### config.mk
export PLATFORM = sky130hd
export DESIGN_NAME = occupancy_grid_block_upscaler
export DESIGN_NICKNAME = d
export VERILOG_FILES = /design/src/hdl/ogbu_pkg.sv /design/src/hdl/ogbu_ctrl.sv /design/src/hdl/ogbu_datapath.sv /design/src/hdl/occupancy_grid_block_upscaler.sv
export SDC_FILE = /design/constraint.sdc
export NUM_CORES = 1
export LEC_CHECK = 0
export BUFFER_PORTS_ARGS = -buffer_cell sky130_fd_sc_hd__buf_2
export CORE_MARGIN = 4
export CORE_UTILIZATION = 55
export DETAILED_ROUTE_END_ITERATION = 6
export MAX_ROUTING_LAYER = met4
export PLACE_DENSITY_LB_ADDON = 0.2
export SETUP_SLACK_MARGIN = 0.4
export SLEW_MARGIN = 40
export SYNTH_ARGS = -nofsm -noshare
export SYNTH_HDL_FRONTEND = slang
export SYNTH_SLANG_ARGS = --single-unit
### constraint.sdc
create_clock -name aclk -period 5.7 [get_ports aclk]
set_input_delay 1.71 -clock aclk [delete_from_list [all_inputs] [get_ports aclk]]
set_output_delay 1.71 -clock aclk [all_outputs]
set_load 0.05 [all_outputs]
### src/hdl/ogbu_pkg.sv
`timescale 1ns / 1ps
package ogbu_pkg;

    // screen and cell limits
    localparam int SCREEN_WIDTH  = 1024;
    localparam int SCREEN_HEIGHT = 600;
    localparam int MAX_CELL_SIZE = 16;
    localparam int SPAN_CAP      = 16;
    localparam int COUNTER_CAP   = 1024;

    localparam int CELL_CAP = (MAX_CELL_SIZE < SPAN_CAP) ? MAX_CELL_SIZE : SPAN_CAP;
    localparam int W_HI     = (SCREEN_WIDTH  < COUNTER_CAP) ? SCREEN_WIDTH  : COUNTER_CAP;
    localparam int H_HI     = (SCREEN_HEIGHT < COUNTER_CAP) ? SCREEN_HEIGHT : COUNTER_CAP;

    // field widths
    localparam int MW_W    = 11;
    localparam int MH_W    = 10;
    localparam int CNT_W   = 10;
    localparam int CS_W    = 5;
    localparam int VAL_W   = 8;
    localparam int ADDR_W  = 20;
    localparam int COLOR_W = 16;
    localparam int LEN_W   = 5;
    localparam int SCR_W   = $clog2(((SCREEN_WIDTH > SCREEN_HEIGHT) ?
                                     SCREEN_WIDTH : SCREEN_HEIGHT) + 1);
    localparam int PROD_W  = MW_W + CS_W;
    localparam int CMP_W   = (PROD_W > SCR_W) ? PROD_W : SCR_W;

    // APB
    localparam int PADDR_W = 3;
    localparam int PDATA_W = 32;
    localparam logic REG_MAP_WIDTH  = 1'b0;
    localparam logic REG_MAP_HEIGHT = 1'b1;

    // occupancy classes
    localparam logic [VAL_W-1:0]   BLACK_MIN    = 8'd254;
    localparam logic [VAL_W-1:0]   DARK_MIN     = 8'd200;
    localparam logic [COLOR_W-1:0] COLOR_WHITE  = 16'hFFFF;
    localparam logic [COLOR_W-1:0] COLOR_BLACK  = 16'h0000;
    localparam logic [COLOR_W-1:0] COLOR_DARK   = 16'h4208;
    localparam logic [COLOR_W-1:0] COLOR_LIGHT  = 16'h8410;

    typedef struct packed {
        logic take_cell;
        logic search_init;
        logic search_step;
        logic search_done;
        logic offset_load;
        logic base_load;
        logic prep_load;
        logic span_load;
    } ogbu_cmd_t;

    typedef struct packed {
        logic map_start;
        logic fits;
        logic cand_is_one;
        logic span_last;
        logic out_free;
    } ogbu_stat_t;

    function automatic logic [COLOR_W-1:0] class_color(input logic [VAL_W-1:0] v);
        logic [COLOR_W-1:0] c;
        if (v == '0) begin
            c = COLOR_WHITE;
        end else if (v >= BLACK_MIN) begin
            c = COLOR_BLACK;
        end else if (v >= DARK_MIN) begin
            c = COLOR_DARK;
        end else begin
            c = COLOR_LIGHT;
        end
        return c;
    endfunction

endpackage

### src/hdl/ogbu_ctrl.sv
`timescale 1ns / 1ps
module ogbu_ctrl (
    input  logic               aclk,
    input  logic               aresetn,
    input  logic               s_valid,
    output logic               s_ready,
    input  ogbu_pkg::ogbu_stat_t stat,
    output ogbu_pkg::ogbu_cmd_t  cmd
);
    import ogbu_pkg::*;

    localparam logic [2:0] ST_IDLE   = 3'd0;
    localparam logic [2:0] ST_SEARCH = 3'd1;
    localparam logic [2:0] ST_OFFSET = 3'd2;
    localparam logic [2:0] ST_BASE   = 3'd3;
    localparam logic [2:0] ST_PREP   = 3'd4;
    localparam logic [2:0] ST_EMIT   = 3'd5;

    logic [2:0] state_reg;
    logic [2:0] state_next;

    always_comb begin
        state_next = state_reg;
        cmd        = '0;
        s_ready    = 1'b0;
        case (state_reg)
            ST_IDLE: begin
                s_ready = 1'b1;
                if (s_valid) begin
                    cmd.take_cell = 1'b1;
                    if (stat.map_start) begin
                        cmd.search_init = 1'b1;
                        state_next      = ST_SEARCH;
                    end else begin
                        state_next = ST_PREP;
                    end
                end
            end
            ST_SEARCH: begin
                // largest candidate size that fits both axes wins
                if (stat.fits || stat.cand_is_one) begin
                    cmd.search_done = 1'b1;
                    state_next      = ST_OFFSET;
                end else begin
                    cmd.search_step = 1'b1;
                end
            end
            ST_OFFSET: begin
                cmd.offset_load = 1'b1;
                state_next      = ST_BASE;
            end
            ST_BASE: begin
                cmd.base_load = 1'b1;
                state_next    = ST_PREP;
            end
            ST_PREP: begin
                cmd.prep_load = 1'b1;
                state_next    = ST_EMIT;
            end
            ST_EMIT: begin
                if (stat.out_free) begin
                    cmd.span_load = 1'b1;
                    if (stat.span_last) begin
                        state_next = ST_IDLE;
                    end
                end
            end
            default: begin
                state_next = ST_IDLE;
            end
        endcase
    end

    always_ff @(posedge aclk) begin
        if (!aresetn) begin
            state_reg <= ST_IDLE;
        end else begin
            state_reg <= state_next;
        end
    end

endmodule

### src/hdl/ogbu_datapath.sv
`timescale 1ns / 1ps
module ogbu_datapath (
    input  logic                             aclk,
    input  logic                             aresetn,
    input  logic [ogbu_pkg::MW_W-1:0]        map_width,
    input  logic [ogbu_pkg::MH_W-1:0]        map_height,
    input  logic [ogbu_pkg::VAL_W-1:0]       s_cell_value,
    input  ogbu_pkg::ogbu_cmd_t              cmd,
    output ogbu_pkg::ogbu_stat_t             stat,
    output logic                             m_valid,
    input  logic                             m_ready,
    output logic [ogbu_pkg::ADDR_W-1:0]      m_pixel_address,
    output logic [ogbu_pkg::COLOR_W-1:0]     m_pixel_color,
    output logic [ogbu_pkg::LEN_W-1:0]       m_span_length,
    output logic                             m_last_span,
    output logic                             m_map_done
);
    import ogbu_pkg::*;

    // effective (saturated) map size
    logic [MW_W-1:0] w_eff;
    logic [MW_W-1:0] h_eff;
    logic [MW_W-1:0] h_ext;

    // position and transform state
    logic [CNT_W-1:0]  col_reg;
    logic [CNT_W-1:0]  row_reg;
    logic [CS_W-1:0]   cs_reg;
    logic [CS_W-1:0]   cand_reg;
    logic [SCR_W-1:0]  x_off_reg;
    logic [SCR_W-1:0]  y_off_reg;
    logic [ADDR_W-1:0] y_base_reg;
    logic [ADDR_W-1:0] row_base_reg;

    // per-cell working registers
    logic [COLOR_W-1:0] color_reg;
    logic [ADDR_W-1:0]  addr_reg;
    logic [CS_W-1:0]    k_reg;
    logic               last_col_reg;
    logic               last_row_reg;

    logic [PROD_W-1:0]       cand_w;
    logic [PROD_W-1:0]       cand_h;
    logic [PROD_W-1:0]       used_w;
    logic [PROD_W-1:0]       used_h;
    logic [CMP_W-1:0]        free_w;
    logic [CMP_W-1:0]        free_h;
    logic [2*SCR_W-1:0]      y_base_full;
    logic [CNT_W+CS_W-1:0]   col_px;
    logic [ADDR_W-1:0]       first_addr;
    logic [ADDR_W-1:0]       row_step;
    logic [MW_W-1:0]         col_inc;
    logic [MW_W-1:0]         row_inc;
    logic [CS_W:0]           k_inc;

    assign h_ext = MW_W'(map_height);

    always_comb begin
        if (map_width == '0) begin
            w_eff = MW_W'(1);
        end else if (map_width > MW_W'(W_HI)) begin
            w_eff = MW_W'(W_HI);
        end else begin
            w_eff = map_width;
        end
        if (h_ext == '0) begin
            h_eff = MW_W'(1);
        end else if (h_ext > MW_W'(H_HI)) begin
            h_eff = MW_W'(H_HI);
        end else begin
            h_eff = h_ext;
        end
    end

    // size search: one candidate per cycle, counting down
    assign cand_w = PROD_W'(w_eff) * PROD_W'(cand_reg);
    assign cand_h = PROD_W'(h_eff) * PROD_W'(cand_reg);
    assign used_w = PROD_W'(w_eff) * PROD_W'(cs_reg);
    assign used_h = PROD_W'(h_eff) * PROD_W'(cs_reg);
    assign free_w = CMP_W'(SCREEN_WIDTH)  - CMP_W'(used_w);
    assign free_h = CMP_W'(SCREEN_HEIGHT) - CMP_W'(used_h);

    assign y_base_full = (2*SCR_W)'(y_off_reg) * (2*SCR_W)'(SCREEN_WIDTH);
    assign col_px      = (CNT_W+CS_W)'(col_reg) * (CNT_W+CS_W)'(cs_reg);
    assign first_addr  = row_base_reg + ADDR_W'(x_off_reg) + ADDR_W'(col_px);
    assign row_step    = ADDR_W'(cs_reg) * ADDR_W'(SCREEN_WIDTH);
    assign col_inc     = MW_W'(col_reg) + MW_W'(1);
    assign row_inc     = MW_W'(row_reg) + MW_W'(1);
    assign k_inc       = {1'b0, k_reg} + (CS_W + 1)'(1);

    assign stat.map_start   = (col_reg == '0) && (row_reg == '0);
    assign stat.fits        = (CMP_W'(cand_w) <= CMP_W'(SCREEN_WIDTH)) &&
                              (CMP_W'(cand_h) <= CMP_W'(SCREEN_HEIGHT));
    assign stat.cand_is_one = (cand_reg == CS_W'(1));
    assign stat.span_last   = (k_inc == {1'b0, cs_reg});
    assign stat.out_free    = !m_valid || m_ready;

    // transform and position state
    always_ff @(posedge aclk) begin
        if (!aresetn) begin
            col_reg      <= '0;
            row_reg      <= '0;
            cs_reg       <= CS_W'(1);
            x_off_reg    <= '0;
            y_off_reg    <= '0;
            y_base_reg   <= '0;
            row_base_reg <= '0;
        end else begin
            if (cmd.search_done) begin
                cs_reg <= cand_reg;
            end
            if (cmd.offset_load) begin
                x_off_reg <= SCR_W'(free_w >> 1);
                y_off_reg <= SCR_W'(free_h >> 1);
            end
            if (cmd.base_load) begin
                y_base_reg   <= y_base_full[ADDR_W-1:0];
                row_base_reg <= y_base_full[ADDR_W-1:0];
            end
            if (cmd.span_load && stat.span_last) begin
                if (last_col_reg) begin
                    col_reg <= '0;
                    if (last_row_reg) begin
                        row_reg      <= '0;
                        row_base_reg <= y_base_reg;
                    end else begin
                        row_reg      <= row_reg + CNT_W'(1);
                        row_base_reg <= row_base_reg + row_step;
                    end
                end else begin
                    col_reg <= col_reg + CNT_W'(1);
                end
            end
        end
    end

    // working registers, no reset needed
    always_ff @(posedge aclk) begin
        if (cmd.take_cell) begin
            color_reg <= class_color(s_cell_value);
        end
        if (cmd.search_init) begin
            cand_reg <= CS_W'(CELL_CAP);
        end else if (cmd.search_step) begin
            cand_reg <= cand_reg - CS_W'(1);
        end
        if (cmd.prep_load) begin
            addr_reg     <= first_addr;
            k_reg        <= '0;
            last_col_reg <= (col_inc >= w_eff);
            last_row_reg <= (row_inc >= h_eff);
        end else if (cmd.span_load) begin
            addr_reg <= addr_reg + ADDR_W'(SCREEN_WIDTH);
            k_reg    <= k_inc[CS_W-1:0];
        end
    end

    // output register
    always_ff @(posedge aclk) begin
        if (!aresetn) begin
            m_valid <= 1'b0;
        end else if (cmd.span_load) begin
            m_valid <= 1'b1;
        end else if (m_ready) begin
            m_valid <= 1'b0;
        end
    end

    always_ff @(posedge aclk) begin
        if (cmd.span_load) begin
            m_pixel_address <= addr_reg;
            m_pixel_color   <= color_reg;
            m_span_length   <= LEN_W'(cs_reg);
            m_last_span     <= stat.span_last;
            m_map_done      <= last_col_reg && last_row_reg;
        end
    end

    a_load_when_free: assert property (@(posedge aclk) disable iff (!aresetn)
        cmd.span_load |-> (!m_valid || m_ready))
        else $error("span loaded over an untaken transfer");

    a_span_len_range: assert property (@(posedge aclk) disable iff (!aresetn)
        m_valid |-> (m_span_length != '0) && (m_span_length <= LEN_W'(CELL_CAP)))
        else $error("span length out of range");

    a_cell_size_range: assert property (@(posedge aclk) disable iff (!aresetn)
        (cs_reg != '0) && (cs_reg <= CS_W'(CELL_CAP)))
        else $error("cell size out of range");

endmodule

### src/hdl/occupancy_grid_block_upscaler.sv
`timescale 1ns / 1ps
// Occupancy grid block upscaler.
// Input channel (s_valid/s_ready, s_cell_value): one occupancy byte per
// transfer, row-major. Output channel (m_valid/m_ready): one horizontal span
// per transfer: framebuffer address, RGB565 color, length, last-span and
// map-done flags. Each cell yields cell_size spans, top row first.
// APB port: map_width at 0x0, map_height at 0x4; write only while idle.
// Sequencing: one cell at a time. A cell that is not the first of the map
// passes through accept, address prep and span emission, one span per cycle
// while the receiver is free. The first cell of a map also runs the size
// search, one candidate per cycle counting down from 16, and then loads the
// offsets and the row base.
// Reset (synchronous, aresetn low) returns map size to 1x1, counters to the
// map origin, cell size to 1, and drops any span in flight.
// A stalled receiver holds the output register; the sequencer waits in the
// emit state and s_ready stays low until the cell's last span is loaded.
module occupancy_grid_block_upscaler (
    input  logic                             aclk,
    input  logic                             aresetn,
    // APB configuration
    input  logic                             psel,
    input  logic                             penable,
    input  logic                             pwrite,
    input  logic [ogbu_pkg::PADDR_W-1:0]     paddr,
    input  logic [ogbu_pkg::PDATA_W-1:0]     pwdata,
    output logic [ogbu_pkg::PDATA_W-1:0]     prdata,
    output logic                             pready,
    // cell input
    input  logic                             s_valid,
    output logic                             s_ready,
    input  logic [ogbu_pkg::VAL_W-1:0]       s_cell_value,
    // span output
    output logic                             m_valid,
    input  logic                             m_ready,
    output logic [ogbu_pkg::ADDR_W-1:0]      m_pixel_address,
    output logic [ogbu_pkg::COLOR_W-1:0]     m_pixel_color,
    output logic [ogbu_pkg::LEN_W-1:0]       m_span_length,
    output logic                             m_last_span,
    output logic                             m_map_done
);
    import ogbu_pkg::*;

    logic [MW_W-1:0] map_width_reg;
    logic [MH_W-1:0] map_height_reg;
    logic            cfg_write;
    ogbu_cmd_t       cmd;
    ogbu_stat_t      stat;

    assign pready    = 1'b1;
    assign cfg_write = psel && penable && pwrite;

    // register file: decode on word index only
    always_ff @(posedge aclk) begin
        if (!aresetn) begin
            map_width_reg  <= MW_W'(1);
            map_height_reg <= MH_W'(1);
        end else if (cfg_write) begin
            case (paddr[2])
                REG_MAP_WIDTH:  map_width_reg  <= pwdata[MW_W-1:0];
                REG_MAP_HEIGHT: map_height_reg <= pwdata[MH_W-1:0];
                default: begin
                end
            endcase
        end
    end

    always_comb begin
        case (paddr[2])
            REG_MAP_WIDTH:  prdata = PDATA_W'(map_width_reg);
            REG_MAP_HEIGHT: prdata = PDATA_W'(map_height_reg);
            default:        prdata = '0;
        endcase
    end

    // sequencer: accept, optional size search with offset and base load, prep, span emission
    ogbu_ctrl u_ctrl (
        .aclk    (aclk),
        .aresetn (aresetn),
        .s_valid (s_valid),
        .s_ready (s_ready),
        .stat    (stat),
        .cmd     (cmd)
    );

    // counters, transform, address generation and output register
    ogbu_datapath u_datapath (
        .aclk            (aclk),
        .aresetn         (aresetn),
        .map_width       (map_width_reg),
        .map_height      (map_height_reg),
        .s_cell_value    (s_cell_value),
        .cmd             (cmd),
        .stat            (stat),
        .m_valid         (m_valid),
        .m_ready         (m_ready),
        .m_pixel_address (m_pixel_address),
        .m_pixel_color   (m_pixel_color),
        .m_span_length   (m_span_length),
        .m_last_span     (m_last_span),
        .m_map_done      (m_map_done)
    );

endmodule
==> impl_metrics.yaml, run 1 <==
drt:
  wl_met3_microns: 1560
  ant_nets: 0
  top_layer_used: "met4"
  wl_met2_microns: 18800
  wl_per_cell_microns: 16.0
  drt_iter0_drc: 915
  vias: 13221
  met1Wirelength_microns: 16600
  wl_microns: 38300
  via_per_inst: 5.54
  drc: 0
  detail_route.first_pass.iterations: 7
placement:
  portBuffers: 82
  gp_congestion: 0.911
  dp_hpwl_microns: 29600
logic_synthesis:
  synth-main-ff-cell: "dfxtp_1"
  yosys.cell_types.count: 78
  ys_seq_area_share_pct: 24.0
  synth_warnings: 0
  synthCells: 1893
  synth_edf_count: 55
  netlist_area_sq_um: 16200
  syn_avg_cell_area_sq_um: 8.54
  synth-async-reset-ratio_pct: 0
  synth_seq_cells: 166
clock_network:
  clk_path_buf_depth: 2
  tritoncts: "done"
  cts_hold_buf: 0
  clockRootBuffer: "clkbuf_16"
  clock_sinks: 166
  path_clk_slew_ns: 0.08
  insertion_delay_ns: 0.44
  cts_buffers: 17
  h-tree-depth: 4
power_and_ir_drop:
  p_leak_nw: 8.11
  p_seq_share_pct: 34.9
  combPwrFrac_pct: 40.2
  power.total_mw: 4.59
  vdd_drop_max_uv: 273
  p_switching_mw: 1.90
  pwr-share-clk_pct: 25.0
  p_per_area_nw_per_um2: 251
  switching_share_pct: 41.4
  p_int_mw: 2.69
run_status:
  status: "finished clean"
layout:
  antennaDiodeCount: 0
  fillers: 2503
  area_delta_synth_final_pct: 12.9
  fin_nets: 2339
  drive_gt1_share_pct: 15.8
floorplan:
  start_util_pct: 56.0
  core_area_sq_um: 28900
  placementRows: 62
  num_io_pins: 128
  chipWidth_microns: 179
  dieArea_sq_um: 32200
  die_h_microns: 179
global_route:
  antenna_found_initial: 0
  grt_pass1_wl_microns: 64100
  grt_max_degree: 73
  gr-total-overflow: 0
  grt_pass1_vias: 13180
  groute.usage.overall_pct: 24.3
sta:
  slew_headroom_pct: 44.8
  final_max_slew_viol_count: 0
  hold_slack_ns: 0.418
  min_period_ns: 5.36
  fmax_ghz: 0.186
  worst_pin_slew_ns: 0.824
  fin_skew_ns: 0.0192
  setup_viol: 0
  hold_viol: 0
  fin_tns_setup_ns: 0
  rsz0062_at_grt: "true"
  period_share_pct: 94.1
setup_path:
  arrival_ns: 5.68
  rrSetupSlack_ns: 0.34
  cp-end-kind: "flip-flop"
  startpoint_type: "flip-flop"
  path_max_fanout: 6
  crit_type: "reg2reg"
  cp.required_ns: 6.02
worst_hold_path:
  hold_class: "reg2reg"
job:
  max_cap_viol_count: 0
critical path, stage by stage, from the launching register on:
cell and delay [ns]:
dfxtp_2 0.34, a211oi_4 0.29, nor2_1 0.09, nor2_1 0.16
and2_4 0.20, inv_4 0.05, nor2_4 0.08, fa_1 0.46
fa_1 0.55, inv_1 0.05, fa_1 0.51, inv_1 0.05
ha_2 0.20, or3_4 0.41, nor2_4 0.09, a2bb2oi_2 0.06
or4_1 0.52, a222oi_1 0.28, nand4b_1 0.21, nand4b_4 0.26
nand2_2 0.10, mux2_4 0.29
power by group through the flow:
stage	Combinational [mW]	Clock [mW]	Sequential, mW
floorplan	1.28	0	1.61
global placement	1.72	0	1.62
detailed placement	1.76	0	1.62
CTS	1.80	1.16	1.59
global route	2.05	1.21	1.62
finish	1.84	1.15	1.60
final timing paths:
| kind | startpoint | endpoint | cells after the start |
|---|---|---|---|
| hold reg to reg | u_datapath.addr_reg[2]$_DFFE_PP_ | u_datapath.m_pixel_address[2]$_DFFE_PP_ | 0 |
| setup / recovery | map_height_reg[6]$_SDFFE_PN0P_ | u_datapath.cand_reg[0]$_SDFFE_PP0P_ | 21 |
| setup reg to reg | map_height_reg[6]$_SDFFE_PN0P_ | u_datapath.cand_reg[0]$_SDFFE_PP0P_ | 21 |
| hold / removal | u_datapath.addr_reg[2]$_DFFE_PP_ | u_datapath.m_pixel_address[2]$_DFFE_PP_ | 0 |
timing repair:
action | CTS | global route
pin swaps | 35 | 38
resized for setup | 48 | 33
setup buffers | 16 | 8
endpoints found under the setup margin | 12 | 18
cells in the mapped netlist, types with 7 or more instances:
master | number | share of area (%)
a211oi_1 | 14 | 0.65
a21o_1 | 18 | 0.84
a21oi_1 | 109 | 3.4
and2_1 | 59 | 2.3
and3_1 | 28 | 1.1
buf_4 | 35 | 1.6
clkbuf_1 | 83 | 1.9
dfxtp_1 | 111 | 14
edfxtp_1 | 55 | 10
fa_1 | 141 | 17
ha_1 | 158 | 12
inv_1 | 191 | 4.4
mux2_2 | 10 | 0.70
mux2i_1 | 8 | 0.50
nand2_1 | 303 | 7.0
nand2b_1 | 23 | 0.89
nand3_1 | 36 | 1.1
nand3b_1 | 13 | 0.60
nand4_1 | 9 | 0.35
nor2_1 | 138 | 3.2
nor2b_1 | 21 | 0.81
nor3_1 | 24 | 0.74
nor3b_1 | 13 | 0.60
nor4_1 | 7 | 0.27
o211ai_1 | 12 | 0.56
o21a_1 | 8 | 0.37
o21ai_0 | 60 | 1.9
o21ai_1 | 14 | 0.43
or3_1 | 9 | 0.35
xnor2_1 | 47 | 2.5
xor2_1 | 44 | 2.4
cells by family (layout without fill, tap and decap cells):
kind of cell / count (synthesis) / count (layout) / share of synthesized area (%)
AOI/OAI and AO/OA: 287 / 287 / 11.1
xor gates and xnor gates: 91 / 91 / 4.93
adders and majority gates: 299 / 299 / 29.7
buffers and inverters: 320 / 410 / 8.25
DFF: 166 / 166 / 24.0
muxes: 19 / 19 / 1.26
other: 2 / 22 / 0.0464
and+or+nand+nor: 709 / 709 / 20.8
cell type report:
cell class                 count  area (sq um)  area share, %
clock buffer                  17           425           2.33
clock inverter                15           159          0.871
inverter                     195           737           4.04
multi-input combinational   1427         11400           62.3
sequential                   166          3880           21.3
tap                          384           480           2.63
timing repair buffer         183          1190           6.50
per-stage QoR:
step	utilization (%)	cells	cell area [sq um]	setup WS, ns
global route	63.3	2387	18300	0.109
floorplan	-	1913	16300	0.426
CTS	62.6	2379	18100	0.347
global placement	59.4	2329	17100	0.0903
detailed placement	59.5	2331	17200	-0.0123
finish	63.3	2387	18300	0.335
layout by cell type, fill, tap and decap left out, types with 34 or more instances in the layout:
cell      count
nand3_1      34
nand2_1     301
a21oi_1     104
ha_1        147
edfxtp_1     55
nor2_1      133
dfxtp_1     103
buf_2        82
fa_1        141
xor2_1       44
inv_1       183
xnor2_1      47
buf_4        96
and2_1       56
o21ai_0      59
metal layers:
metal	vias to the layer above	global-route usage [%]
met1	6424	30.4
met2	349	41.2
met4	0	8.32
met3	66	3.09
met5	-	-
li1	6382	-
Note: power is estimated with default switching activity, not from simulation.
==> run 2, diff against run 1 <==
ABC_AREA = 1   (was not set)
CAP_MARGIN = 40   (was not set)
==> run 2 against run 1 <==
Critical path depth increased by 4. Largest cell class unchanged. Critical path type unchanged. Clock power increased by 4%. Utilization decreased by 1.4 points. Non-clock buffer count decreased by 53. Clock skew increased by 0.0022 ns. First-iteration DRC count decreased by 8.6%.
==> impl_metrics.yaml, run 2 <==
run_status:
  status: "finished clean"
setup_path:
  cp.required_ns: 6.05
  arrival_ns: 5.34
  worstRegToRegCells: 25
  path_max_fanout: 6
  rrSetupSlack_ns: 0.70
  crit-reg2reg-launch: "map_height_reg[0]$_SDFFE_PN1P_"
  crit_type: "reg2reg"
  cp-end-kind: "flip-flop"
  startpoint_type: "flip-flop"
  rr_endpoint: "u_datapath.y_off_reg[9]$_SDFFE_PN0P_"
clock_network:
  cts_buffers: 17
  tritoncts: "done"
  clockRootBuffer: "clkbuf_16"
  path_clk_slew_ns: 0.08
  clock_sinks: 166
  clk_path_buf_depth: 2
  cts_hold_buf: 0
  h-tree-depth: 4
  insertion_delay_ns: 0.45
power_and_ir_drop:
  power.total_mw: 4.46
  p_leak_nw: 8.97
  vdd_drop_max_uv: 253
  p_per_area_nw_per_um2: 243
global_route:
  groute.usage.overall_pct: 25.3
  gr-total-overflow: 0
  grt_pass1_vias: 13775
  antenna_found_initial: 0
  grt_pass1_wl_microns: 67100
  grt_max_degree: 47
sta:
  finalWorstSetupSlack_ns: 0.704
  fmax_ghz: 0.200
  worst_pin_slew_ns: 0.769
  rsz0062_at_grt: "true"
  final_max_slew_viol_count: 0
  period_share_pct: 87.7
  fin_skew_ns: 0.0214
  hold_viol: 0
  min_period_ns: 5.00
  setup_viol: 0
  hold_slack_ns: 0.420
  fin_tns_setup_ns: 0
  slew_headroom_pct: 48.7
logic_synthesis:
  synthCells: 2181
  synth_top_cell_by_area: "fa_1"
  synth.most_common_cell: "nand2_1"
  synth-main-ff-cell: "dfxtp_1"
  synth_warnings: 0
  ys_seq_area_share_pct: 23.4
  synth_edf_count: 55
  yosys.cell_types.count: 61
  synth_area_leaders: "fa_1 17%, dfxtp_1 13%, ha_1 12%, nand2_1 11%, edfxtp_1 10%"
  syn_avg_cell_area_sq_um: 7.59
  yosys.area.top_type_share_pct: 17.0
  netlist_area_sq_um: 16600
  synth-async-reset-ratio_pct: 0
  synth_seq_cells: 166
  yosys-top-cells-count: "487 x nand2_1, 389 x inv_1, 235 x nor2_1, 158 x ha_1, 141 x fa_1"
layout:
  finish.utilization_pct: 61.9
  drive_gt1_share_pct: 12.3
  final_area_sq_um: 18300
  fin_nets: 2605
  layout_common_cells: "478 x nand2_1, 381 x inv_1, 207 x nor2_1, 147 x ha_1, 141 x fa_1"
  area_delta_synth_final_pct: 10.7
  mostFrequentLayoutCell: "nand2_1"
  layout.cells.non_filler: 2659
  antennaDiodeCount: 0
worst_hold_path:
  min_to: "u_datapath.m_pixel_address[4]$_DFFE_PP_"
  min_from: "u_datapath.addr_reg[4]$_DFFE_PP_"
  hold_class: "reg2reg"
  hold_depth: 0
drt:
  drt_iter0_drc: 836
  wl_per_cell_microns: 15.3
  detail_route.first_pass.iterations: 5
  ant_nets: 0
  via_per_inst: 5.27
  drc: 0
  wl_microns: 40600
  vias: 14007
placement:
  portBuffers: 82
  dp_hpwl_microns: 31600
  gp_congestion: 0.903
  placed_cells_incl_taps: 2616
  place_area_sq_um: 17300
  dp_slack_ns: 0.287
job:
  max_cap_viol_count: 0
floorplan:
  die_h_microns: 182
  placementRows: 63
  core_area_sq_um: 29600
  start_util_pct: 55.9
  chipWidth_microns: 182
  num_io_pins: 128
  dieArea_sq_um: 33000
run 2: cell types whose count changed in the layout (fill, tap and decap cells not counted), sizes merged, moves of 27 or more:
cell,change
and2,-59
and3,-27
buf,-53
inv,+208
nand2,+192
nand3,+30
nor2,+102
o21ai,+32
xnor2,-27
run 2: repair_timing:
action	in CTS	in global routing
pin swaps	0	17
endpoints found under the setup margin	14	18
resized for setup	4	94
cloned	0	1
setup buffers	0	10
run 2: cell families after synthesis:
family                   synth area share (%)
AO/OA/AOI/OAI                            10.1
other                                  0.0453
multiplexers                            0.181
adder cells (fa/ha/maj)                  29.0
flip-flops                               23.4
buffers and inverters                    12.5
XOR/XNOR                                 3.43
AND/OR/NAND/NOR                          21.4
run 2: worst max-delay path: stages, from the launching register on:
cell and delay (ns):
dfxtp_1 0.35, inv_1 0.08, nand2_1 0.09, nor2_2 0.11
nand4_1 0.11, nand2_2 0.18, inv_6 0.09, nor2_2 0.13
buf_4 0.17, nand2_1 0.08, fa_1 0.51, fa_1 0.54
fa_1 0.50, ha_1 0.36, a21oi_1 0.15, o21ai_1 0.10
nand2_1 0.07, nand2_1 0.05, a21oi_1 0.21, o21ai_1 0.15
a21oi_1 0.19, nand2_1 0.07, nand2_1 0.08, xor2_1 0.30
a21o_1 0.17, inv_1 0.04
run 2: area by class of cell:
| class | count | area [sq um] |
|---|---|---|
| clock buffers | 18 | 450 |
| multi-input cells | 1539 | 11100 |
| inverters | 402 | 1530 |
| repair buffers | 130 | 778 |
| flip-flops and latches | 166 | 3880 |
| clock inverters | 14 | 151 |
| well taps | 390 | 488 |
| fillers | 2667 | 11300 |
run 2: worst max-delay path by stage:
stage	startpoint	to	cells past startpoint
5_1_grt	map_width_reg[7]$_SDFFE_PN0P_	u_datapath.cs_reg[4]$_SDFFE_PN0P_	26
4_1_cts	map_height_reg[6]$_SDFFE_PN0P_	u_datapath.cand_reg[2]$_SDFFE_PP0P_	31
3_5_place_dp	map_height_reg[3]$_SDFFE_PN0P_	u_datapath.cand_reg[2]$_SDFFE_PP0P_	30
6_report	map_height_reg[0]$_SDFFE_PN1P_	u_datapath.y_off_reg[9]$_SDFFE_PN0P_	25
3_3_place_gp	map_width_reg[7]$_SDFFE_PN0P_	u_datapath.cs_reg[2]$_SDFFE_PN0P_	25
2_1_floorplan	paddr[2]	prdata[9]	3
run 2: power breakdown:
group          internal, mW  switching (mW)  total [mW]
Clock                 0.649           0.556        1.20
Sequential             1.32           0.124        1.44
Combinational         0.630            1.18        1.81
Total                  2.60            1.86        4.46
run 2: per-layer routing:
metal / wire length, microns / share of wire (%) / global-route usage (%) / vias up
met4: 1290 / 3.2 / 8.38 / 0
met2: 20100 / 49 / 43.5 / 347
met5: 0 / 0 / - / -
li1: - / - / - / 6951
met1: 17500 / 43 / 31.3 / 6630
met3: 1770 / 4.4 / 2.70 / 79
